<file path="config.mk">
export PLATFORM = sky130hd
export DESIGN_NAME = floor_texture_coordinate_stepper
export DESIGN_NICKNAME = d
export VERILOG_FILES = /design/src/rtl/core/ftcs_pkg.sv /design/src/rtl/core/ftcs_front.sv /design/src/rtl/core/ftcs_row_setup.sv /design/src/rtl/core/ftcs_back.sv /design/src/rtl/core/floor_texture_coordinate_stepper.sv
export SDC_FILE = /design/constraint.sdc
export NUM_CORES = 2
export LEC_CHECK = 0
export ABC_AREA = 1
export BUFFER_PORTS_ARGS = -buffer_cell sky130_fd_sc_hd__clkbuf_2
export CORE_MARGIN = 1
export CORE_UTILIZATION = 30
export CTS_BUF_LIST = sky130_fd_sc_hd__clkbuf_4
export DETAILED_ROUTE_END_ITERATION = 12
export PLACE_DENSITY = 0.57
export REMOVE_ABC_BUFFERS = 1
export SYNTH_ARGS = -nofsm -noshare
export SYNTH_HDL_FRONTEND = slang
export SYNTH_SLANG_ARGS = --single-unit
</file>
<file path="constraint.sdc">
create_clock -name clk -period 8.3 [get_ports clk]
set_input_delay 2.075 -clock clk [delete_from_list [all_inputs] [get_ports clk]]
set_output_delay 2.075 -clock clk [all_outputs]
set_load 0.005 [all_outputs]
</file>
<file path="src/rtl/core/ftcs_pkg.sv">
// ----------------------------------------------------------------------------
// ftcs_pkg: shared types and constants of the floor texture coordinate stepper
// Word formats, camera register set, queue entry and row setup result.
// ----------------------------------------------------------------------------
package ftcs_pkg;

	// fixed point
	localparam int ONE_Q16   = 65536;
	localparam int FRAC_W    = 16;
	localparam int ACC_W     = 40;
	localparam int WIDE_W    = 48;
	localparam int MUL_B_W   = 19;
	localparam int TEX_BITS  = 11;
	localparam int TEX_OUT_W = 6;
	localparam int CELL_W    = 24;
	localparam int ROW_W     = 10;

	// configuration port
	localparam int CFG_IDX_W  = 3;
	localparam int CFG_DATA_W = 24;

	localparam logic [CFG_IDX_W-1:0] CFG_POS_X   = 3'd0;
	localparam logic [CFG_IDX_W-1:0] CFG_POS_Y   = 3'd1;
	localparam logic [CFG_IDX_W-1:0] CFG_DIR_X   = 3'd2;
	localparam logic [CFG_IDX_W-1:0] CFG_DIR_Y   = 3'd3;
	localparam logic [CFG_IDX_W-1:0] CFG_PLANE_X = 3'd4;
	localparam logic [CFG_IDX_W-1:0] CFG_PLANE_Y = 3'd5;

	// register reset values
	localparam logic [23:0]        POS_RST     = 24'd0;
	localparam logic signed [17:0] DIR_X_RST   = 18'sd65536;
	localparam logic signed [17:0] DIR_Y_RST   = 18'sd0;
	localparam logic signed [17:0] PLANE_X_RST = 18'sd0;
	localparam logic signed [17:0] PLANE_Y_RST = 18'sd43253;

	// input word kinds
	localparam logic KIND_ROW   = 1'b0;
	localparam logic KIND_PIXEL = 1'b1;

	// item queue
	localparam int QDEPTH = 4;
	localparam int QPTR_W = $clog2(QDEPTH);
	localparam int QCNT_W = $clog2(QDEPTH + 1);

	// saturation limits of the 40-bit accumulators
	localparam logic signed [WIDE_W-1:0] ACC_MAX = 48'sh007F_FFFF_FFFF;
	localparam logic signed [WIDE_W-1:0] ACC_MIN = 48'shFF80_0000_0000;

	typedef struct packed {
		logic       kind;
		logic [9:0] screen_row;
	} in_item_t;

	typedef struct packed {
		logic signed [23:0] cell_x;
		logic signed [23:0] cell_y;
		logic [5:0]         tex_x;
		logic [5:0]         tex_y;
		logic               result_valid;
	} out_item_t;

	typedef struct packed {
		logic [23:0]        pos_x;
		logic [23:0]        pos_y;
		logic signed [17:0] dir_x;
		logic signed [17:0] dir_y;
		logic signed [17:0] plane_x;
		logic signed [17:0] plane_y;
	} cam_cfg_t;

	typedef enum logic [1:0] {
		CLS_PIXEL,
		CLS_ROW,
		CLS_HORIZON
	} cls_t;

	typedef struct packed {
		cls_t             cls;
		logic             neg;
		logic [ROW_W-1:0] mag;
	} q_entry_t;

	typedef struct packed {
		logic                    valid;
		logic signed [ACC_W-1:0] step_x;
		logic signed [ACC_W-1:0] step_y;
		logic signed [ACC_W-1:0] point_x;
		logic signed [ACC_W-1:0] point_y;
	} row_setup_t;

	// clamp a wide signed value to the 40-bit accumulator range
	function automatic logic signed [ACC_W-1:0] sat40(input logic signed [WIDE_W-1:0] v);
		logic signed [WIDE_W-1:0] c;
		c = v;
		if (v > ACC_MAX) c = ACC_MAX;
		if (v < ACC_MIN) c = ACC_MIN;
		return c[ACC_W-1:0];
	endfunction

endpackage

</file>
<file path="src/rtl/core/ftcs_front.sv">
// ----------------------------------------------------------------------------
// ftcs_front: input classification and item queue
// Sorts each input word into pixel, row start or horizon row, takes the row
// offset apart into sign and magnitude, and queues it for the back end.
// ----------------------------------------------------------------------------
module ftcs_front import ftcs_pkg::*; #(
	parameter int SCREEN_HEIGHT = 480
) (
	input  logic     clk,
	input  logic     arst_n,
	input  logic     in_valid,
	output logic     in_ready,
	input  in_item_t in_data,
	output logic     head_valid,
	output q_entry_t head,
	input  logic     pop
);

	localparam logic signed [ROW_W:0] HALF_H = (ROW_W + 1)'(SCREEN_HEIGHT / 2);

	q_entry_t          queue_q [QDEPTH];
	logic [QPTR_W-1:0] wr_ptr_q;
	logic [QPTR_W-1:0] rd_ptr_q;
	logic [QCNT_W-1:0] cnt_q;

	logic signed [ROW_W:0] offset;
	logic [ROW_W:0]        offset_mag;
	q_entry_t              entry;
	logic                  push;

	// row offset from the horizon and word class
	always_comb begin
		offset     = $signed({1'b0, in_data.screen_row}) - HALF_H;
		offset_mag = offset[ROW_W] ? (ROW_W + 1)'(-offset) : offset;
		entry.neg  = offset[ROW_W];
		entry.mag  = offset_mag[ROW_W-1:0];
		if (in_data.kind == KIND_PIXEL) begin
			entry.cls = CLS_PIXEL;
		end else if (offset == '0) begin
			entry.cls = CLS_HORIZON;
		end else begin
			entry.cls = CLS_ROW;
		end
	end

	assign in_ready   = (cnt_q != QCNT_W'(QDEPTH));
	assign push       = in_valid && in_ready;
	assign head_valid = (cnt_q != '0);
	assign head       = queue_q[rd_ptr_q];

	// queue storage
	always_ff @(posedge clk) begin
		if (push) begin
			queue_q[wr_ptr_q] <= entry;
		end
	end

	// queue pointers and fill count
	always_ff @(posedge clk or negedge arst_n) begin
		if (!arst_n) begin
			wr_ptr_q <= '0;
			rd_ptr_q <= '0;
			cnt_q    <= '0;
		end else begin
			if (push) begin
				wr_ptr_q <= (wr_ptr_q == QPTR_W'(QDEPTH - 1)) ? '0 : wr_ptr_q + 1'b1;
			end
			if (pop) begin
				rd_ptr_q <= (rd_ptr_q == QPTR_W'(QDEPTH - 1)) ? '0 : rd_ptr_q + 1'b1;
			end
			if (push && !pop) begin
				cnt_q <= cnt_q + 1'b1;
			end else if (pop && !push) begin
				cnt_q <= cnt_q - 1'b1;
			end
		end
	end

endmodule

</file>
<file path="src/rtl/core/ftcs_row_setup.sv">
// ----------------------------------------------------------------------------
// ftcs_row_setup: row start sequencer
// Works out row distance, per-pixel step and start point of a floor row with
// a restoring divider for the row distance that yields a bit a cycle, one
// shared multiplier, and a reciprocal multiplier for the screen width divide.
// ----------------------------------------------------------------------------
module ftcs_row_setup import ftcs_pkg::*; #(
	parameter int SCREEN_WIDTH  = 640,
	parameter int SCREEN_HEIGHT = 480
) (
	input  logic             clk,
	input  logic             arst_n,
	input  logic             start,
	input  logic             neg,
	input  logic [ROW_W-1:0] mag,
	input  cam_cfg_t         cam,
	output logic             busy,
	output row_setup_t       res
);

	localparam int ROW_NUM = SCREEN_HEIGHT * (ONE_Q16 / 2);
	localparam int RD_W    = $clog2(ROW_NUM + 1);
	localparam int PW      = RD_W + MUL_B_W;
	localparam int CNT_W   = $clog2(RD_W + 1);

	// step divide by SCREEN_WIDTH*2^16: drop the 16 fraction bits, then
	// multiply by the rounded-up reciprocal of the width, exact over QN_W bits
	localparam int     QN_W    = PW - FRAC_W;
	localparam int     W_LOG   = $clog2(SCREEN_WIDTH);
	localparam int     REC_S   = QN_W + W_LOG;
	localparam int     REC_M_W = QN_W + 1;
	localparam int     REC_P_W = QN_W + REC_M_W;
	localparam longint REC_M   = ((longint'(1) <<< REC_S) + longint'(SCREEN_WIDTH) - 1)
		/ longint'(SCREEN_WIDTH);
	localparam logic [REC_M_W-1:0] REC_M_V = REC_M_W'(REC_M);

	typedef enum logic [3:0] {
		IDLE,
		DIV_ROW,
		MUL_SX,
		REC_SX,
		STO_SX,
		MUL_SY,
		REC_SY,
		STO_SY,
		MUL_PX,
		ADD_PX,
		MUL_PY,
		ADD_PY,
		FIN
	} state_t;

	state_t                  state_q;
	logic [RD_W-1:0]         dvd_q;
	logic [ROW_W-1:0]        rem_q;
	logic [CNT_W-1:0]        cnt_q;
	logic [RD_W-1:0]         rd_q;
	logic                    neg_q;
	logic [ROW_W-1:0]        mag_q;
	logic [PW-1:0]           prod_q;
	logic [REC_P_W-1:0]      rec_q;
	logic signed [ACC_W-1:0] step_x_q;
	logic signed [ACC_W-1:0] step_y_q;
	logic signed [ACC_W-1:0] point_x_q;
	logic signed [ACC_W-1:0] point_y_q;

	logic [ROW_W:0]             trial;
	logic                       ge;
	logic [ROW_W-1:0]           rem_nx;
	logic [RD_W-1:0]            dvd_nx;
	logic signed [MUL_B_W-1:0]  two_px;
	logic signed [MUL_B_W-1:0]  two_py;
	logic signed [MUL_B_W-1:0]  diff_x;
	logic signed [MUL_B_W-1:0]  diff_y;
	logic [MUL_B_W-1:0]         mul_b;
	logic                       step_neg;
	logic [WIDE_W-1:0]          step_mag;
	logic signed [WIDE_W-1:0]   step_val;
	logic                       pt_neg;
	logic [23:0]                pt_pos;
	logic [WIDE_W-1:0]          pt_mag;
	logic signed [WIDE_W-1:0]   pt_sum;

	// restoring divider step for the row distance
	always_comb begin
		trial  = {rem_q, dvd_q[RD_W-1]};
		ge     = (trial >= {1'b0, mag_q});
		rem_nx = ge ? ROW_W'(trial - {1'b0, mag_q}) : trial[ROW_W-1:0];
		dvd_nx = {dvd_q[RD_W-2:0], ge};
	end

	// multiplier operand: magnitude of twice the plane or of direction minus plane
	always_comb begin
		two_px = {cam.plane_x, 1'b0};
		two_py = {cam.plane_y, 1'b0};
		diff_x = $signed({cam.dir_x[17], cam.dir_x}) - $signed({cam.plane_x[17], cam.plane_x});
		diff_y = $signed({cam.dir_y[17], cam.dir_y}) - $signed({cam.plane_y[17], cam.plane_y});
		unique case (state_q)
			MUL_SX:  mul_b = two_px[MUL_B_W-1] ? MUL_B_W'(-two_px) : two_px;
			MUL_SY:  mul_b = two_py[MUL_B_W-1] ? MUL_B_W'(-two_py) : two_py;
			MUL_PX:  mul_b = diff_x[MUL_B_W-1] ? MUL_B_W'(-diff_x) : diff_x;
			MUL_PY:  mul_b = diff_y[MUL_B_W-1] ? MUL_B_W'(-diff_y) : diff_y;
			default: mul_b = '0;
		endcase
	end

	// signed step from the reciprocal product
	always_comb begin
		step_neg = neg_q ^ ((state_q == STO_SY) ? cam.plane_y[17] : cam.plane_x[17]);
		step_mag = WIDE_W'(rec_q[REC_P_W-1:REC_S]);
		step_val = step_neg ? -$signed(step_mag) : $signed(step_mag);
	end

	// start point: camera position plus scaled direction minus plane
	always_comb begin
		pt_neg = neg_q ^ ((state_q == ADD_PY) ? diff_y[MUL_B_W-1] : diff_x[MUL_B_W-1]);
		pt_pos = (state_q == ADD_PY) ? cam.pos_y : cam.pos_x;
		pt_mag = WIDE_W'(prod_q[PW-1:FRAC_W]);
		pt_sum = $signed(WIDE_W'(pt_pos)) + (pt_neg ? -$signed(pt_mag) : $signed(pt_mag));
	end

	// shared multiplier and reciprocal multiplier, registered
	always_ff @(posedge clk) begin
		prod_q <= PW'(rd_q) * PW'(mul_b);
		rec_q  <= REC_P_W'(prod_q[PW-1:FRAC_W]) * REC_P_W'(REC_M_V);
	end

	// sequencer
	always_ff @(posedge clk or negedge arst_n) begin
		if (!arst_n) begin
			state_q   <= IDLE;
			dvd_q     <= '0;
			rem_q     <= '0;
			cnt_q     <= '0;
			rd_q      <= '0;
			neg_q     <= 1'b0;
			mag_q     <= '0;
			step_x_q  <= '0;
			step_y_q  <= '0;
			point_x_q <= '0;
			point_y_q <= '0;
		end else begin
			unique case (state_q)
				IDLE: begin
					if (start) begin
						neg_q   <= neg;
						mag_q   <= mag;
						dvd_q   <= RD_W'(ROW_NUM);
						rem_q   <= '0;
						cnt_q   <= CNT_W'(RD_W);
						state_q <= DIV_ROW;
					end
				end
				DIV_ROW: begin
					dvd_q <= dvd_nx;
					rem_q <= rem_nx;
					cnt_q <= cnt_q - 1'b1;
					if (cnt_q == CNT_W'(1)) begin
						rd_q    <= dvd_nx;
						state_q <= MUL_SX;
					end
				end
				MUL_SX: state_q <= REC_SX;
				REC_SX: state_q <= STO_SX;
				STO_SX: begin
					step_x_q <= sat40(step_val);
					state_q  <= MUL_SY;
				end
				MUL_SY: state_q <= REC_SY;
				REC_SY: state_q <= STO_SY;
				STO_SY: begin
					step_y_q <= sat40(step_val);
					state_q  <= MUL_PX;
				end
				MUL_PX: state_q <= ADD_PX;
				ADD_PX: begin
					point_x_q <= sat40(pt_sum);
					state_q   <= MUL_PY;
				end
				MUL_PY: state_q <= ADD_PY;
				ADD_PY: begin
					point_y_q <= sat40(pt_sum);
					state_q   <= FIN;
				end
				FIN:     state_q <= IDLE;
				default: state_q <= IDLE;
			endcase
		end
	end

	assign busy        = (state_q != IDLE);
	assign res.valid   = (state_q == FIN);
	assign res.step_x  = step_x_q;
	assign res.step_y  = step_y_q;
	assign res.point_x = point_x_q;
	assign res.point_y = point_y_q;

endmodule

</file>
<file path="src/rtl/core/ftcs_back.sv">
// ----------------------------------------------------------------------------
// ftcs_back: item execution and floor point stepper
// Takes queued words, runs row starts through the setup sequencer, and for
// each pixel emits cell and texture coordinates and advances the point.
// ----------------------------------------------------------------------------
module ftcs_back import ftcs_pkg::*; #(
	parameter int SCREEN_WIDTH  = 640,
	parameter int SCREEN_HEIGHT = 480,
	parameter int TEX_WIDTH     = 64,
	parameter int TEX_HEIGHT    = 64
) (
	input  logic      clk,
	input  logic      arst_n,
	input  logic      head_valid,
	input  q_entry_t  head,
	output logic      pop,
	input  cam_cfg_t  cam,
	output logic      out_valid,
	input  logic      out_ready,
	output out_item_t out_data
);

	localparam int TP_W = FRAC_W + TEX_BITS;

	logic                    horizon_q;
	logic signed [ACC_W-1:0] point_x_q;
	logic signed [ACC_W-1:0] point_y_q;
	logic signed [ACC_W-1:0] step_x_q;
	logic signed [ACC_W-1:0] step_y_q;
	logic                    out_valid_q;
	out_item_t               out_q;

	logic          busy;
	row_setup_t    setup;
	logic          start;
	logic          out_free;
	logic          load_out;
	logic          advance;
	logic          set_horizon;
	logic [TP_W-1:0]     tx_prod;
	logic [TP_W-1:0]     ty_prod;
	logic [TEX_BITS-1:0] tx_sel;
	logic [TEX_BITS-1:0] ty_sel;
	out_item_t     pix;

	ftcs_row_setup #(
		.SCREEN_WIDTH  (SCREEN_WIDTH),
		.SCREEN_HEIGHT (SCREEN_HEIGHT)
	) u_row_setup (
		.clk    (clk),
		.arst_n (arst_n),
		.start  (start),
		.neg    (head.neg),
		.mag    (head.mag),
		.cam    (cam),
		.busy   (busy),
		.res    (setup)
	);

	assign out_free = !out_valid_q || out_ready;

	// dispatch of the word at the queue head
	always_comb begin
		pop         = 1'b0;
		start       = 1'b0;
		load_out    = 1'b0;
		advance     = 1'b0;
		set_horizon = 1'b0;
		if (head_valid && !busy) begin
			unique case (head.cls)
				CLS_PIXEL: begin
					if (out_free) begin
						pop      = 1'b1;
						load_out = 1'b1;
						advance  = !horizon_q;
					end
				end
				CLS_ROW: begin
					pop   = 1'b1;
					start = 1'b1;
				end
				CLS_HORIZON: begin
					pop         = 1'b1;
					set_horizon = 1'b1;
				end
				default: ;
			endcase
		end
	end

	// pixel result: cell is the floor, texture from the fraction; all zero on a horizon row
	always_comb begin
		tx_prod = TP_W'(point_x_q[FRAC_W-1:0]) * TP_W'(TEX_WIDTH);
		ty_prod = TP_W'(point_y_q[FRAC_W-1:0]) * TP_W'(TEX_HEIGHT);
		tx_sel  = tx_prod[TP_W-1:FRAC_W] & TEX_BITS'(TEX_WIDTH - 1);
		ty_sel  = ty_prod[TP_W-1:FRAC_W] & TEX_BITS'(TEX_HEIGHT - 1);
		if (horizon_q) begin
			pix = '0;
		end else begin
			pix.cell_x       = point_x_q[ACC_W-1:FRAC_W];
			pix.cell_y       = point_y_q[ACC_W-1:FRAC_W];
			pix.tex_x        = tx_sel[TEX_OUT_W-1:0];
			pix.tex_y        = ty_sel[TEX_OUT_W-1:0];
			pix.result_valid = 1'b1;
		end
	end

	// output word register
	always_ff @(posedge clk) begin
		if (load_out) begin
			out_q <= pix;
		end
	end

	// row state and output valid
	always_ff @(posedge clk or negedge arst_n) begin
		if (!arst_n) begin
			horizon_q   <= 1'b1;
			point_x_q   <= '0;
			point_y_q   <= '0;
			step_x_q    <= '0;
			step_y_q    <= '0;
			out_valid_q <= 1'b0;
		end else begin
			if (setup.valid) begin
				horizon_q <= 1'b0;
				point_x_q <= setup.point_x;
				point_y_q <= setup.point_y;
				step_x_q  <= setup.step_x;
				step_y_q  <= setup.step_y;
			end else if (set_horizon) begin
				horizon_q <= 1'b1;
				point_x_q <= '0;
				point_y_q <= '0;
				step_x_q  <= '0;
				step_y_q  <= '0;
			end else if (advance) begin
				point_x_q <= sat40(WIDE_W'(point_x_q) + WIDE_W'(step_x_q));
				point_y_q <= sat40(WIDE_W'(point_y_q) + WIDE_W'(step_y_q));
			end
			if (load_out) begin
				out_valid_q <= 1'b1;
			end else if (out_ready) begin
				out_valid_q <= 1'b0;
			end
		end
	end

	assign out_valid = out_valid_q;
	assign out_data  = out_q;

endmodule

</file>
<file path="src/rtl/core/floor_texture_coordinate_stepper.sv">
// ----------------------------------------------------------------------------
// floor_texture_coordinate_stepper: raycaster floor casting address generator
// Pixel word: via queue and output word register, one pixel word per cycle
// sustained unless output stalls or row setup runs. Row start word: holds the
// back end in row setup (RD_W = bits of SCREEN_HEIGHT*32768; 24 at defaults).
// Reset: async, clears queue and sequencer, registers to defaults, no sweep.
// ----------------------------------------------------------------------------
module floor_texture_coordinate_stepper import ftcs_pkg::*; #(
	parameter int SCREEN_WIDTH  = 640,
	parameter int SCREEN_HEIGHT = 480,
	parameter int TEX_WIDTH     = 64,
	parameter int TEX_HEIGHT    = 64
) (
	input  logic                  clk,
	input  logic                  arst_n,
	input  logic                  in_valid,
	output logic                  in_ready,
	input  in_item_t              in_data,
	output logic                  out_valid,
	input  logic                  out_ready,
	output out_item_t             out_data,
	input  logic                  cfg_we,
	input  logic [CFG_IDX_W-1:0]  cfg_index,
	input  logic [CFG_DATA_W-1:0] cfg_data
);

	cam_cfg_t cam_q;
	logic     head_valid;
	q_entry_t head;
	logic     pop;

	// camera register file
	always_ff @(posedge clk or negedge arst_n) begin
		if (!arst_n) begin
			cam_q.pos_x   <= POS_RST;
			cam_q.pos_y   <= POS_RST;
			cam_q.dir_x   <= DIR_X_RST;
			cam_q.dir_y   <= DIR_Y_RST;
			cam_q.plane_x <= PLANE_X_RST;
			cam_q.plane_y <= PLANE_Y_RST;
		end else if (cfg_we) begin
			unique case (cfg_index)
				CFG_POS_X:   cam_q.pos_x   <= cfg_data;
				CFG_POS_Y:   cam_q.pos_y   <= cfg_data;
				CFG_DIR_X:   cam_q.dir_x   <= cfg_data[17:0];
				CFG_DIR_Y:   cam_q.dir_y   <= cfg_data[17:0];
				CFG_PLANE_X: cam_q.plane_x <= cfg_data[17:0];
				CFG_PLANE_Y: cam_q.plane_y <= cfg_data[17:0];
				default: ;
			endcase
		end
	end

	ftcs_front #(
		.SCREEN_HEIGHT (SCREEN_HEIGHT)
	) u_front (
		.clk        (clk),
		.arst_n     (arst_n),
		.in_valid   (in_valid),
		.in_ready   (in_ready),
		.in_data    (in_data),
		.head_valid (head_valid),
		.head       (head),
		.pop        (pop)
	);

	ftcs_back #(
		.SCREEN_WIDTH  (SCREEN_WIDTH),
		.SCREEN_HEIGHT (SCREEN_HEIGHT),
		.TEX_WIDTH     (TEX_WIDTH),
		.TEX_HEIGHT    (TEX_HEIGHT)
	) u_back (
		.clk        (clk),
		.arst_n     (arst_n),
		.head_valid (head_valid),
		.head       (head),
		.pop        (pop),
		.cam        (cam_q),
		.out_valid  (out_valid),
		.out_ready  (out_ready),
		.out_data   (out_data)
	);

endmodule
</file>
==> impl_metrics.toml <==
[synth]
synth_edf_count = 113
yosysSeqAreaShare_pct = 28.0
yosys_register_bits = 665
synthCells = 7406
yosysWarnings = 0
ys_async_sr_fraction_pct = 76.2
ys.flop_type = "dfrtp_1"
synth_top_cell_by_area = "dfrtp_1"
yosys-top-cells-area = "dfrtp_1 (20%), fa_1 (19%), ha_1 (11%)"
synth_top_family_by_area = "adder cells"
synth_area_um2 = 60700
postSynthAreaPerCell_um2 = 8.19
synthSimpleGateAreaFrac_pct = 15.4
synth_cell_type_count = 65
synthXorXnorAreaFrac_pct = 3.39
synth_top_cell_area_share_pct = 20.5
muxShareOfSynthArea_pct = 0
synth_compound_area_share_pct = 12.7
synthAdderAreaFrac_pct = 29.9

[pwr]
peakVddDrop_mv = 0.221
clkPwrFrac_pct = 12.1
cellPowerDensity_nw_per_um2 = 373
swShare_pct = 52.9
combPwrFrac_pct = 67.6
leakage_nw = 35.7
intPower_w = 0.0122
power_frac_seq_pct = 20.3
power_switching_w = 0.0138

[route]
dr.pass1.iters = 5
num_vias = 50700
antenna_left = 0
wl_met3_mm = 7.55
drc = 0
wl_met1_mm = 84.5
wl_mm = 190
highest_layer = "met5"
met2_length_mm = 92.8
drt-wirelength-per-cell_um = 18.0
drt_iter0_drc = 3577
viasPerCell = 4.81

[die]
die_w_um = 452
core.rowCount = 164
design.core.area_um2 = 200000
die_h_um = 452
ioPinCount = 106
die-area_um2 = 204000
start_util_pct = 30.3

[worst_setup_path]
start_kind = "flip-flop"
r2r_end = "u_back.u_row_setup.prod_q[37]"
worstSetupEndpoint = "u_back.u_row_setup.prod_q[37]"
path_depth = 44
startpoint = "cam_q[0]"
cp.required_ns = 9.40
worst-endpoint-arrival_ns = 9.11
reg2reg_from = "cam_q[0]"
path_class = "reg2reg"
path_delay_family = "adder cells"
crit_path_max_fanout = 5
r2r_cells = 44
cp_slowest_cell = "fa_1"
path_buf_inv = 9
crit_path_max_incr_delay_ns = 0.55
r2r_slack_ns = 0.28
cp-end-kind = "flip-flop"

[timing]
hold_violations = 0
period_needed_ns = 8.02
fin_skew_ns = 0.144
max_freq_mhz = 125
slew_violations = 0
min_period_over_period_pct = 96.6
setup_tns_ns = 0
rsz0062_at_grt = "yes"
maxSlewHeadroom_pct = 24.8
setup_viol = 0
worst_pin_slew_ns = 1.13

[placement]
hpwlAfterDp_mm = 151
portBuffers = 105
gp_congestion = 0.931

[layout]
final_cell_mix = "inv_1 (1412), nand2_1 (1407), o21ai_0 (582), fa_1 (560), ha_1 (505)"
fin_nets = 8863
syn_to_final_growth_pct = 14.8
drive_gt1_share_pct = 12.3
utilization_pct = 34.8
layout_commonest_cell = "inv_1"

[clock_network]
cts_tree = "done"
htree_levels = 4
cts_sinks = 665
root_buffer = "clkbuf_4"
clk_pin_slew_ns = 0.07
insertion_delay_ns = 1.25
cts_buffers = 178
postCtsHoldBufs = 0
clockBufferDepth = 3

[global_routing]
antenna_found_initial = 6
grt_pass1_vias = 51800
grt_max_degree = 143
grt_overflow = 0
grt_pass1_wl_mm = 294
grtUsageTotal_pct = 18.4

[status]
status = "finished, final reports clean"

[min_path]
hold_class = "reg2reg"

[run]
max_cap_viol_count = 0
==> cell usage after synthesis, drive strengths merged (2+ instances only) <==
library cell / instances
o21ai: 610
nand4: 39
dfxtp: 45
nor2: 505
o21a: 30
nand2: 1464
a22oi: 63
inv: 1439
a211o: 2
o31ai: 6
a21oi: 498
a211oi: 6
a32oi: 2
ha: 534
a31o: 2
a21boi: 6
nor3: 65
o22ai: 37
o2111ai: 14
clkinv: 6
edfxtp: 113
xor2: 162
nor4: 15
nand3b: 5
xnor2: 73
o211ai: 11
buf: 39
dfstp: 11
a2111oi: 2
dfrtp: 496
clkbuf: 207
or2: 13
a221oi: 2
fa: 571
a31oi: 30
nand3: 206
o21bai: 14
a21o: 12
and3: 5
a22o: 37
==> routing by layer <==
metal,vias to the layer above,GRT usage (%)
met5,-,0
met4,2,5.74
met3,279,2.33
met2,1131,31.3
met1,25100,24.1
li1,24200,-
==> final cells by class <==
cell class	count	area (um^2)
clock buffer	259	1940
clock inverter	65	464
multi-input combinational	5050	38500
tap	2656	3320
timing repair buffer	375	2980
antenna	11	27.5
sequential	665	17000
fill	21100	131000
inverter	1445	5430
==> worst register-to-register path: cells and delay by family (launching register included) <==
kind / cells / cell delay, ns
adders and majority gates: 10 / 4.16
and+or+nand+nor: 23 / 2.41
DFF: 1 / 0.54
buffers and inverters: 9 / 0.62
AOI/OAI and AO/OA: 1 / 0.09
xor gates and xnor gates: 1 / 0.14
==> how the worst min path moves through the flow <==
stage | start | end | depth (start not counted)
3_5_place_dp | u_back.u_row_setup.point_y_q[11] | u_back.u_row_setup.point_y_q[11] | 2
4_1_cts | u_back.u_row_setup.step_y_q[27] | u_back.step_y_q[27] | 2
6_report | u_back.u_row_setup.point_x_q[28] | u_back.u_row_setup.point_x_q[28] | 2
3_3_place_gp | cam_q[97] | cam_q[97] | 2
5_1_grt | u_back.u_row_setup.point_y_q[37] | u_back.u_row_setup.point_y_q[37] | 2
2_1_floorplan | cam_q[97] | cam_q[97] | 2
==> cells by family (layout without fill, tap and decap cells) <==
group	Yosys count	in the layout
simple gates	2319	2319
buf+inv	1691	2144
compound gates	1391	1391
fa+ha+maj	1105	1105
flops	665	665
xor+xnor	235	235
other cells	0	11
==> power groups by stage <==
| stage | clock network, W | registers [W] | logic [W] |
|---|---|---|---|
| 2_1_floorplan | 0 | 0.00502 | 0.0117 |
| 3_3_place_gp | 0 | 0.00532 | 0.0169 |
| 3_5_place_dp | 0 | 0.00534 | 0.0170 |
| 4_1_cts | 0.00325 | 0.00529 | 0.0172 |
| 5_1_grt | 0.00342 | 0.00540 | 0.0198 |
| 6_report | 0.00315 | 0.00529 | 0.0176 |
==> through the flow <==
stage | setup slack (ns) | instance area, um^2 | hold WS [ns] | instances | total power [W]
finish | 0.285 | 69700 | 0.480 | 10500 | 0.0260
global route | -0.0910 | 69700 | 0.500 | 10500 | 0.0286
CTS | 0.00372 | 68200 | 0.476 | 10500 | 0.0258
detailed placement | -0.360 | 65600 | 0.466 | 10200 | 0.0224
global placement | -0.201 | 65600 | 0.459 | 10200 | 0.0222
floorplan | -2.72 | 59700 | 0.446 | 7160 | 0.0167
==> sequential cells by signal, summed over array words and instances, names as in the netlist, 40 cells and up <==
| signal | cells |
|---|---|
| cam_q | 120 |
| u_back.out_data | 61 |
| u_front.queue_q | 52 |
| u_back.point_x_q | 40 |
| u_back.point_y_q | 40 |
| u_back.u_row_setup.point_x_q | 40 |
| u_back.u_row_setup.point_y_q | 40 |
==> what timing repair did <==
action                     4_1_cts  5_1_grt
setup endpoints to repair       23       27
cloned                           0        4
resized for setup               31      264
pin swaps                       11      128
buffers inserted                 4       28
Note: power is estimated with default switching activity, not from simulation.
